<file path="src/sv/bdq_pkg.sv">
package bdq_pkg;

  localparam int unsigned DEPTH  = 64;
  localparam int unsigned ELEM_W = 32;
  localparam int unsigned IDX_W  = $clog2(DEPTH);
  localparam int unsigned CNT_W  = $clog2(DEPTH + 1);

  typedef enum logic [3:0] {
    OP_ADD_FRONT  = 4'd0,
    OP_ADD_BACK   = 4'd1,
    OP_DROP_FRONT = 4'd2,
    OP_DROP_BACK  = 4'd3,
    OP_DROP_VALUE = 4'd4,
    OP_CLEAR      = 4'd5,
    OP_LIST_ALL   = 4'd6,
    OP_LIST_FIRST = 4'd7,
    OP_LIST_LAST  = 4'd8
  } bdq_op_e;

  // ST_EMPTY also reports a value drop that found no match
  typedef enum logic [1:0] {
    ST_OK    = 2'd0,
    ST_EMPTY = 2'd1,
    ST_FULL  = 2'd2
  } bdq_status_e;

  typedef enum logic [2:0] {
    S_IDLE,
    S_RESP,
    S_LREAD,
    S_LEMIT,
    S_SREAD,
    S_SCMP,
    S_CREAD,
    S_CWRITE
  } bdq_state_e;

  typedef struct packed {
    logic [ELEM_W-1:0] element;
    logic              has_element;
    bdq_status_e       status;
    logic              last;
  } bdq_res_t;

  typedef struct packed {
    logic              we;
    logic [IDX_W-1:0]  waddr;
    logic [ELEM_W-1:0] wdata;
    logic              re;
    logic [IDX_W-1:0]  raddr;
  } bdq_mem_req_t;

endpackage

</file>
<file path="src/sv/bdq_store.sv">
module bdq_store
  import bdq_pkg::*;
(
  input  logic              clk_i,
  input  bdq_mem_req_t      req_i,
  output logic [ELEM_W-1:0] rd_data_o
);

  logic [ELEM_W-1:0] mem [DEPTH];
  logic [ELEM_W-1:0] rd_data_q;

  always_ff @(posedge clk_i) begin
    if (req_i.we) begin
      mem[req_i.waddr] <= req_i.wdata;
    end
    if (req_i.re) begin
      rd_data_q <= mem[req_i.raddr];
    end
  end

  assign rd_data_o = rd_data_q;

endmodule

</file>
<file path="src/sv/bdq_ctrl.sv">
module bdq_ctrl
  import bdq_pkg::*;
(
  input  logic              clk_i,
  input  logic              rst_ni,
  input  logic              in_valid_i,
  output logic              in_ready_o,
  input  logic [3:0]        op_i,
  input  logic [ELEM_W-1:0] arg_i,
  output logic              res_valid_o,
  input  logic              res_ready_i,
  output bdq_res_t          res_o,
  output bdq_mem_req_t      mem_o,
  input  logic [ELEM_W-1:0] rd_data_i
);

  bdq_state_e        state_q, state_d;
  logic [IDX_W-1:0]  front_q, front_d;
  logic [IDX_W-1:0]  base_q, base_d;
  logic [CNT_W-1:0]  occ_q, occ_d;
  logic [CNT_W-1:0]  idx_q, idx_d;
  logic [CNT_W-1:0]  cnt_q, cnt_d;
  logic [ELEM_W-1:0] arg_q, arg_d;
  bdq_status_e       status_q, status_d;

  logic              full, empty;
  logic [CNT_W-1:0]  clip_n, list_n;
  logic [CNT_W-1:0]  off;
  logic [IDX_W-1:0]  ring_addr;
  logic              is_add;

  assign full  = (occ_q == CNT_W'(DEPTH));
  assign empty = (occ_q == '0);

  // Clip a signed count to the occupancy; negative selects nothing
  always_comb begin
    if (arg_i[ELEM_W-1]) begin
      clip_n = '0;
    end else if ((|arg_i[ELEM_W-2:CNT_W]) || (arg_i[CNT_W-1:0] > occ_q)) begin
      clip_n = occ_q;
    end else begin
      clip_n = arg_i[CNT_W-1:0];
    end
  end

  assign list_n = (op_i == OP_LIST_ALL) ? occ_q : clip_n;

  // Shared ring address adder
  assign off       = (state_q == S_CREAD) ? idx_q + CNT_W'(1) : idx_q;
  assign ring_addr = base_q + off[IDX_W-1:0];

  assign is_add = (op_i == OP_ADD_FRONT) || (op_i == OP_ADD_BACK);

  // Next state and datapath
  always_comb begin
    state_d  = state_q;
    front_d  = front_q;
    base_d   = base_q;
    occ_d    = occ_q;
    idx_d    = idx_q;
    cnt_d    = cnt_q;
    arg_d    = arg_q;
    status_d = status_q;
    case (state_q)
      S_IDLE: begin
        if (in_valid_i) begin
          arg_d    = arg_i;
          status_d = ST_OK;
          idx_d    = '0;
          base_d   = front_q;
          state_d  = S_RESP;
          case (op_i)
            OP_ADD_FRONT: begin
              if (full) begin
                status_d = ST_FULL;
              end else begin
                front_d = front_q - IDX_W'(1);
                occ_d   = occ_q + CNT_W'(1);
              end
            end
            OP_ADD_BACK: begin
              if (full) begin
                status_d = ST_FULL;
              end else begin
                occ_d = occ_q + CNT_W'(1);
              end
            end
            OP_DROP_FRONT: begin
              if (empty) begin
                status_d = ST_EMPTY;
              end else begin
                front_d = front_q + IDX_W'(1);
                occ_d   = occ_q - CNT_W'(1);
              end
            end
            OP_DROP_BACK: begin
              if (empty) begin
                status_d = ST_EMPTY;
              end else begin
                occ_d = occ_q - CNT_W'(1);
              end
            end
            OP_DROP_VALUE: begin
              if (empty) begin
                status_d = ST_EMPTY;
              end else begin
                state_d = S_SREAD;
              end
            end
            OP_CLEAR: begin
              occ_d   = '0;
              front_d = '0;
            end
            OP_LIST_ALL, OP_LIST_FIRST, OP_LIST_LAST: begin
              cnt_d = list_n;
              if (op_i == OP_LIST_LAST) begin
                base_d = front_q + IDX_W'(occ_q - list_n);
              end
              if (list_n != '0) begin
                state_d = S_LREAD;
              end
            end
            default: ;
          endcase
        end
      end
      S_RESP: begin
        if (res_ready_i) begin
          state_d = S_IDLE;
        end
      end
      S_LREAD: state_d = S_LEMIT;
      S_LEMIT: begin
        if (res_ready_i) begin
          idx_d   = idx_q + CNT_W'(1);
          state_d = (idx_q + CNT_W'(1) == cnt_q) ? S_IDLE : S_LREAD;
        end
      end
      S_SREAD: state_d = S_SCMP;
      S_SCMP: begin
        if (rd_data_i == arg_q) begin
          if (idx_q + CNT_W'(1) < occ_q) begin
            state_d = S_CREAD;
          end else begin
            occ_d   = occ_q - CNT_W'(1);
            state_d = S_RESP;
          end
        end else begin
          idx_d = idx_q + CNT_W'(1);
          if (idx_q + CNT_W'(1) == occ_q) begin
            status_d = ST_EMPTY;
            state_d  = S_RESP;
          end else begin
            state_d = S_SREAD;
          end
        end
      end
      S_CREAD: state_d = S_CWRITE;
      S_CWRITE: begin
        idx_d = idx_q + CNT_W'(1);
        if (idx_q + CNT_W'(2) < occ_q) begin
          state_d = S_CREAD;
        end else begin
          occ_d   = occ_q - CNT_W'(1);
          state_d = S_RESP;
        end
      end
      default: state_d = S_IDLE;
    endcase
  end

  // Outputs: handshake, result and store access
  always_comb begin
    in_ready_o        = 1'b0;
    res_valid_o       = 1'b0;
    res_o.element     = '0;
    res_o.has_element = 1'b0;
    res_o.status      = status_q;
    res_o.last        = 1'b1;
    mem_o.we          = 1'b0;
    mem_o.waddr       = ring_addr;
    mem_o.wdata       = rd_data_i;
    mem_o.re          = 1'b0;
    mem_o.raddr       = ring_addr;
    case (state_q)
      S_IDLE: begin
        in_ready_o = 1'b1;
        if (in_valid_i && is_add && !full) begin
          mem_o.we    = 1'b1;
          mem_o.wdata = arg_i;
          mem_o.waddr = (op_i == OP_ADD_FRONT) ? front_q - IDX_W'(1)
                                               : front_q + occ_q[IDX_W-1:0];
        end
      end
      S_RESP: res_valid_o = 1'b1;
      S_LEMIT: begin
        res_valid_o       = 1'b1;
        res_o.element     = rd_data_i;
        res_o.has_element = 1'b1;
        res_o.status      = ST_OK;
        res_o.last        = (idx_q + CNT_W'(1) == cnt_q);
      end
      S_LREAD, S_SREAD, S_CREAD: mem_o.re = 1'b1;
      S_CWRITE: mem_o.we = 1'b1;
      default: ;
    endcase
  end

  always_ff @(posedge clk_i or negedge rst_ni) begin
    if (!rst_ni) begin
      state_q  <= S_IDLE;
      front_q  <= '0;
      occ_q    <= '0;
      idx_q    <= '0;
      cnt_q    <= '0;
      base_q   <= '0;
      status_q <= ST_OK;
    end else begin
      state_q  <= state_d;
      front_q  <= front_d;
      occ_q    <= occ_d;
      idx_q    <= idx_d;
      cnt_q    <= cnt_d;
      base_q   <= base_d;
      status_q <= status_d;
    end
  end

  always_ff @(posedge clk_i) begin
    arg_q <= arg_d;
  end

endmodule

</file>
<file path="src/sv/bounded_deque_engine.sv">
// Sequencing: a single-result command is accepted, its result is offered from the sequencer's
// response state and then registered in the output register. A listing reads and then emits
// each element in turn; a value drop reads and compares each entry searched, then reads and
// writes each entry moved forward. The sequencer takes one command at a time.
// Reset: rst_ni is asynchronous, active low; the queue comes up empty with the front at slot 0.
// The store itself is not cleared: only live entries are ever read.
module bounded_deque_engine
  import bdq_pkg::*;
(
  input  logic        clk_i,
  input  logic        rst_ni,
  // Command stream
  input  logic        s_axis_tvalid,
  output logic        s_axis_tready,
  input  logic [31:0] s_axis_tdata,   // [31:0] argument
  input  logic [3:0]  s_axis_tuser,   // [3:0] operation
  // Result stream
  output logic        m_axis_tvalid,
  input  logic        m_axis_tready,
  output logic [39:0] m_axis_tdata,   // [31:0] element, [33:32] status, [39:34] zero
  output logic [0:0]  m_axis_tuser,   // [0] has_element
  output logic        m_axis_tlast    // last result of the command
);

  bdq_res_t          res;
  logic              res_valid, res_ready;
  bdq_mem_req_t      mem_req;
  logic [ELEM_W-1:0] rd_data;

  bdq_res_t out_q;
  logic     out_valid_q;

  // Sequencer: decodes each command and walks the ring through the shared address adder
  // and comparator, one store access per step.
  bdq_ctrl u_ctrl (
    .clk_i       (clk_i),
    .rst_ni      (rst_ni),
    .in_valid_i  (s_axis_tvalid),
    .in_ready_o  (s_axis_tready),
    .op_i        (s_axis_tuser),
    .arg_i       (s_axis_tdata),
    .res_valid_o (res_valid),
    .res_ready_i (res_ready),
    .res_o       (res),
    .mem_o       (mem_req),
    .rd_data_i   (rd_data)
  );

  // Ring store: one write and one registered read per cycle
  bdq_store u_store (
    .clk_i     (clk_i),
    .req_i     (mem_req),
    .rd_data_o (rd_data)
  );

  // Output register: take a new result when empty or when the current one leaves this cycle
  assign res_ready = !out_valid_q || m_axis_tready;

  always_ff @(posedge clk_i or negedge rst_ni) begin
    if (!rst_ni) begin
      out_valid_q <= 1'b0;
    end else if (res_valid && res_ready) begin
      out_valid_q <= 1'b1;
    end else if (m_axis_tready) begin
      out_valid_q <= 1'b0;
    end
  end

  // Payload needs no reset; hold it while the transaction stalls
  always_ff @(posedge clk_i) begin
    if (res_valid && res_ready) begin
      out_q <= res;
    end
  end

  assign m_axis_tvalid = out_valid_q;
  assign m_axis_tdata  = {6'd0, out_q.status, out_q.element};
  assign m_axis_tuser  = out_q.has_element;
  assign m_axis_tlast  = out_q.last;

  // Only listings produce more than one result, so an unmarked result carries an element
  a_multi_is_listing: assert property (@(posedge clk_i) disable iff (!rst_ni)
    m_axis_tvalid && !m_axis_tlast |-> m_axis_tuser[0])
    else $error("non-final result without an element");

  // Listed elements always report a good status
  a_listed_ok: assert property (@(posedge clk_i) disable iff (!rst_ni)
    m_axis_tvalid && m_axis_tuser[0] |-> m_axis_tdata[33:32] == ST_OK)
    else $error("listed element with error status");

  // The sequencer offers no result while it waits for a command
  a_idle_quiet: assert property (@(posedge clk_i) disable iff (!rst_ni)
    s_axis_tready |-> !res_valid)
    else $error("result offered while idle");

  // A full-queue add never comes with an element and always ends the command
  a_full_single: assert property (@(posedge clk_i) disable iff (!rst_ni)
    res_valid && res.status == ST_FULL |-> res.last && !res.has_element)
    else $error("malformed full-queue result");

endmodule
</file>
<file path="config.mk">
export PLATFORM = sky130hd
export DESIGN_NAME = bounded_deque_engine
export DESIGN_NICKNAME = d
export VERILOG_FILES = /design/src/sv/bdq_pkg.sv /design/src/sv/bdq_store.sv /design/src/sv/bdq_ctrl.sv /design/src/sv/bounded_deque_engine.sv
export SDC_FILE = /design/constraint.sdc
export NUM_CORES = 2
export LEC_CHECK = 0
export ABC_AREA = 1
export BUFFER_PORTS_ARGS = -buffer_cell sky130_fd_sc_hd__buf_4
export CORE_ASPECT_RATIO = 0.5
export CORE_MARGIN = 2
export CORE_UTILIZATION = 50
export CTS_CLUSTER_SIZE = 25
export DETAILED_ROUTE_END_ITERATION = 7
export PLACE_DENSITY = 0.65
export RECOVER_POWER = 100
export SETUP_SLACK_MARGIN = 0.3
export SYNTH_ARGS = -nofsm -noshare
export SYNTH_HDL_FRONTEND = slang
export SYNTH_SLANG_ARGS = --single-unit
</file>
<file path="constraint.sdc">
create_clock -name clk_i -period 6.65 [get_ports clk_i]
set_clock_uncertainty 0.2 [all_clocks]
set_input_delay 1.33 -clock clk_i [delete_from_list [all_inputs] [get_ports clk_i]]
set_output_delay 1.33 -clock clk_i [all_outputs]
set_load 0.005 [all_outputs]
</file>
Word level (Yosys, flattened, before mapping)
Memories as Yosys holds them, arrays and structs flattened. A register that Yosys moved wholly into a read port is not among the register bits.
Cells that the tools add are included.

word-level totals
  register bits = 107
  word-level logic and storage cells = 142
  RAM bits = 2048
  memories = 1

memory list
  memory       depth  bits a word  rd ports  clocked after Yosys merged registers in  wr ports  line            source
  u_store.mem  64     32           1         1                                        1         bdq_store.sv:9  logic [ELEM_W-1:0] mem [DEPTH];

cells by class
  reduce and logical (&&, ||, !) cells = 31
  add/subtract/negate cells = 10
  equality and inequality tests = 32
  mux-type cells = 52
  order comparisons = 3

operator list
  cell                                           count
  2-to-1 mux 7 bit                               12
  one-hot mux 7 bit (3 select lines)             2
  2-to-1 mux 39 bit                              1
  2-to-1 mux 38 bit                              1
  2-to-1 mux 6 bit                               6
  == test 32 bit                                 1
  one-hot mux 7 bit (4 select lines)             1
  2-to-1 mux 3 bit                               8
  one-hot mux 3 bit (8 select lines)             1
  OR reduction 24 bit                            1
  adder 6 bit                                    3
  one-hot mux 6 bit (3 select lines)             1
  == test 4 x 3 -> 1 bit, second input constant  4
  inequality test 2 bit, second input constant   8
  adder 7 x 1 -> 7 bit, second input constant    2
  == test 7 bit                                  2
  < comparator 7 bit                             2
  == test 3 bit, second input constant           4
  2-to-1 mux 2 bit                               6
  OR reduction 3 bit                             3
  == test 4 x 2 -> 1 bit, second input constant  2
  2-to-1 mux 1 bit                               8
  one-hot mux 2 bit (2 select lines)             2
  AND reduction 4 bit                            2
  32 further kinds                               45

Depth between registers and ports, before layout
  word-level depth = 10
  depth in mapped cells = 23
  mapped depth without buffers = 23

Modules after synthesis
From an unflattened synthesis, not the netlist that was laid out.

unflattened totals
  cell total of the unflattened synthesis = 7680
  area total of the unflattened synthesis = 90490.5 um^2

by module, submodules not included
  module                cells an instance  times used  area each (um^2)  seq. area each (um^2)
  bdq_store             6769               1           83058.4           62459.9
  bdq_ctrl              862                1           6257.3            1911.8
  bounded_deque_engine  49                 1           1174.9            1106.1

Worst setup path before layout
Ideal clock, no wire load.

  path kind = input to register
  start = input s_axis_tvalid
  end = memory u_store.mem[0][2], data pin
  stages on the path = 6
  library setup time = 549 ps
  setup slack = 1674 ps
  arrival time = 4227 ps
  path buffers = 2
  data required time = 5901 ps
  path through = inv_1 > nor2_8 > nand3_4 > clkbuf_1 > clkbuf_1 > a21oi_1

RTL lines
  what         line                        source
  from (decl)  bounded_deque_engine.sv:13  input logic s_axis_tvalid,
  to (decl)    bdq_store.sv:9

Final worst setup path
  start = register u_ctrl.occ_q[1]
  end = memory u_store.mem[20][26], enable pin

between the ends
  word-level cells in the longest chain between the ends = 7
  elaborated cells on any way between the ends = 10
  those cells by class = add/sub (1); eq/ne (1); mux (6); reduce/logical (2)

RTL lines
  what                                                 line             source
  from (decl)                                          bdq_ctrl.sv:20   logic [CNT_W-1:0] occ_q, occ_d;
  from (signal assigned)                               bdq_ctrl.sv:213  occ_q <= '0;
  from (signal assigned)                               bdq_ctrl.sv:221  occ_q <= occ_d;
  branches (longest 3 deep; another with adder 6 bit)  -
  2-to-1 mux 39 bit (*)                                bdq_ctrl.sv:188  if (in_valid_i && is_add && !full) begin
  one-hot mux 1 bit (2 select lines)                   bdq_ctrl.sv:185  case (state_q)
  2-to-1 mux 1 bit                                     bdq_store.sv:13  if (req_i.we) begin
  2-to-1 mux 1 bit (not written as such)               bdq_store.sv:14  mem[req_i.waddr] <= req_i.wdata;

Every way passes the cells marked *.

==> summary.md <==
| Metric | Value |
|---|---|
| Synth top area cells | edfxtp_1 (72%), o21ai_0 (6.0%), nor2_1 (5.2%) |
| Crit path arrival time | 6120 ps |
| TNS Setup | 0 ps |
| Initial DRC count | 7950 |
| RR Startpoint | u_ctrl.occ_q[1]$_DFFE_PN0P_ |
| Vias in the first global route | 52.5k |
| Worst slew pin tran | 3060 ps |
| Clock Pin Slew Worst Setup and Hold Paths | 70 ps |
| Worst Path Max Fanout | 32 |
| Post_cts resized | 0 |
| Synth Warn # | 0 |
| Critical path origin | u_ctrl.occ_q[1]$_DFFE_PN0P_ |
| Hold_buf cts | 0 |
| Initial antenna violation count | 13 |
| Total length of routed wires | 249 mm |
| Top Metal Used | met5 |
| Root buf cell | clkbuf_16 |
| Final instance area | 98700 µm² |
| Final hold violations | 0 |
| CTS Buffer Depth | 4 |
| Layout cell share with drive strength beyond 1 | 11.5% |
| Startpoint types | register |
| Placed Instances | 9007 |
| Mean Syn Cell Area | 13.1 µm² |
| Max Cap Viol | 34 |
| Synth cell types | 56 |
| Worst setup margin | 752 ps |
| Post-synth top area share | 72.3% |
| Post-synth EDFFs | 2148 |
| Post-Route M1 WL | 106 mm |
| Fmax | 170 MHz |
| Placement-stage cell area | 93600 µm² |
| Post-synthesis async set-or-reset flop share | 1.78% |
| Met3 routed WL | 27.2 mm |
| Post-Syn Area | 89200 µm² |
| Die area | 182000 µm² |
| Top_reg_cell synth | edfxtp_1 |
| Sequential fraction of the synthesis area | 73.4% |
| Num CTS Buffers | 193 |
| Result of the run | finished with violations |
| Failing checks | max-capacitance violations, max-slew violations |
| DPL Wire Length | 140 mm |
| Area grow syn2layout | 10.7% |
| Largest net degree at the start of global routing | 187 |
| Clk_lat worst skew | 870 ps |
| RSZ-0062 raised after global routing | no |
| IO Pins | 84 |
| Hold path start | u_ctrl.status_q[1]$_DFFE_PN0P_ |
| Setup Viol. Count Final | 0 |
| Endpoint type of the worst setup path | register |
| Die Span X | 601 µm |
| Max Slew Vio Count | 1380 |
| Worst slew margin | -105% |
| H-Tree Depth | 4 |
| WL/cell | 26.7 µm |
| Post-layout nets | 6906 |
| Die Height | 303 µm |
| Grt total ovfl | 0 |
| Worst min-delay path category | register to register |
| DRT antenna net count | 0 |
| Worst endpoint required time | 6870 ps |
| Minimum clock period | 5900 ps |
| First-pass GRT wire length | 359 mm |
| Via/cell ratio | 6.06 |
| Crit Path Class | register to register |
| CORE AREA | 177000 µm² |
| Mapped Cells | 6806 |
| Total Routing Usage GR | 26.8% |
| Post-CTS setup-driven buffer insertion count | 0 |
| Port Buffer Count | 77 |
| DRC | 0 |
| Fin crit share | 88.7% |
| Placement row count | 109 |
| Pre-CTS WS | 1330 ps |
| Clock net sink count | 2187 |
| Initial cell density of the core | 50.4% |
| Post-route insts no fill | 9349 |
| GP Congestion | 0.916 |
| #FFs+latches synth | 2187 |
| Yosys top cell by area | edfxtp_1 |
| Routed vias | 56.7k |
| Metal2 WL | 110 mm |
| CTS tree | yes |
| Drt pass-1 iters | 6 |
==> critical path, cell delays in order, from the launching register on <==
cell	delay, ps
dfrtp_1	500
inv_1	280
ha_1	310
nand4_1	160
inv_1	60
nand2_1	160
nand3_1	880
inv_1	580
nand2_1	130
a21oi_1	380
nand2_1	490
nor2_1	370
clkbuf_2	930
==> cells in the final DEF (no fill, tap or decap), drive strengths merged, types with 2 or more instances in the layout <==
master / n
xor2: 24
conb: 6
nor3: 9
edfxtp: 2148
nor2: 1237
dfrtp: 39
inv: 149
nand4: 10
clkbuf: 380
nor4: 2
or2: 3
xnor2: 41
ha: 43
nand3b: 4
diode: 5
clkinv: 72
o21ai: 1109
mux2: 256
a21oi: 62
o211ai: 5
buf: 117
nand2: 477
nand3: 208
bufinv: 11
a22oi: 3
fa: 7
clkinvlp: 5
o22ai: 520
==> layer usage <==
layer | global-route usage [%] | vias to the layer above
li1 | - | 25100
met1 | 40.3 | 28400
met2 | 39.9 | 2865
met3 | 5.68 | 331
met4 | 7.41 | 2
met5 | 0 | -
==> Yosys cell counts (6+ instances only) <==
cell         n
edfxtp_1  2148
nor2_1    1233
o21ai_0   1072
o22ai_1    520
nand2_1    468
clkbuf_1   310
mux2_2     248
nand3_1    203
inv_1      133
buf_2       99
a21oi_1     61
ha_1        43
xnor2_1     41
dfrtp_1     39
o21ai_1     35
xor2_1      22
buf_4       19
buf_1       11
inv_2       11
mux2_1       8
fa_1         7
nand2_2      7
nor3_1       7
nand4_1      6
==> final cells by class <==
class                      instances  area (µm²)
antenna                            5        12.5
clock buffer                     247        5140
clock inverter                    90         727
fill                           14200       78100
inverter                         147         577
multi-input combinational       4037       21900
sequential                      2187       65500
tap                             2386        2990
timing repair buffer             250        1980
==> sequential cells by signal, indices dropped and copies added, names as in the netlist <==
| name | count |
|---|---|
| u_ctrl.base_q | 6 |
| m_axis_tuser | 1 |
| u_ctrl.occ_q | 7 |
| u_ctrl.status_q | 2 |
| u_ctrl.front_q | 6 |
| m_axis_tlast | 1 |
| u_ctrl.state_q | 3 |
| u_ctrl.arg_q | 32 |
| u_store.rd_data_o | 32 |
| m_axis_tdata | 34 |
| u_ctrl.idx_q | 7 |
| m_axis_tvalid | 1 |
| u_store.mem | 2048 |
| u_ctrl.cnt_q | 7 |
==> cell families after synthesis <==
group | synth area share [%]
adders and majority gates | 0.760
DFF | 73.4
buffers and inverters | 2.70
muxes | 3.23
xor gates and xnor gates | 0.655
other | 0.00421
and+or+nand+nor | 8.81
AOI/OAI and AO/OA | 10.4
==> through the flow <==
stage                     hold slack, ps  util (%)
after CTS                            239      56.2
after global placement               272      52.9
after detailed placement             275      52.9
after floorplan                      252         -
after global routing                 339      55.8
final                                293      55.8
==> path summary, 6_finish.rpt <==
| kind | end | slack [ps] | depth (start not counted) |
|---|---|---|---|
| max | u_store.mem[20][26]$_DFFE_PP_ | 750 | 12 |
| min | u_ctrl.status_q[1]$_DFFE_PN0P_ | 290 | 2 |
| max reg2reg | u_store.mem[20][26]$_DFFE_PP_ | 750 | 12 |
| min reg2reg | u_ctrl.status_q[1]$_DFFE_PN0P_ | 290 | 2 |
| max in group asynchronous | u_ctrl.occ_q[2]$_DFFE_PN0P_ | 3920 | 1 |
| min in group asynchronous | m_axis_tvalid$_DFFE_PN0P_ | 980 | 1 |
Power is left out: the tool's default activity adds up to more than one toggle a clock period on the data nets, which glitch-free logic cannot reach.
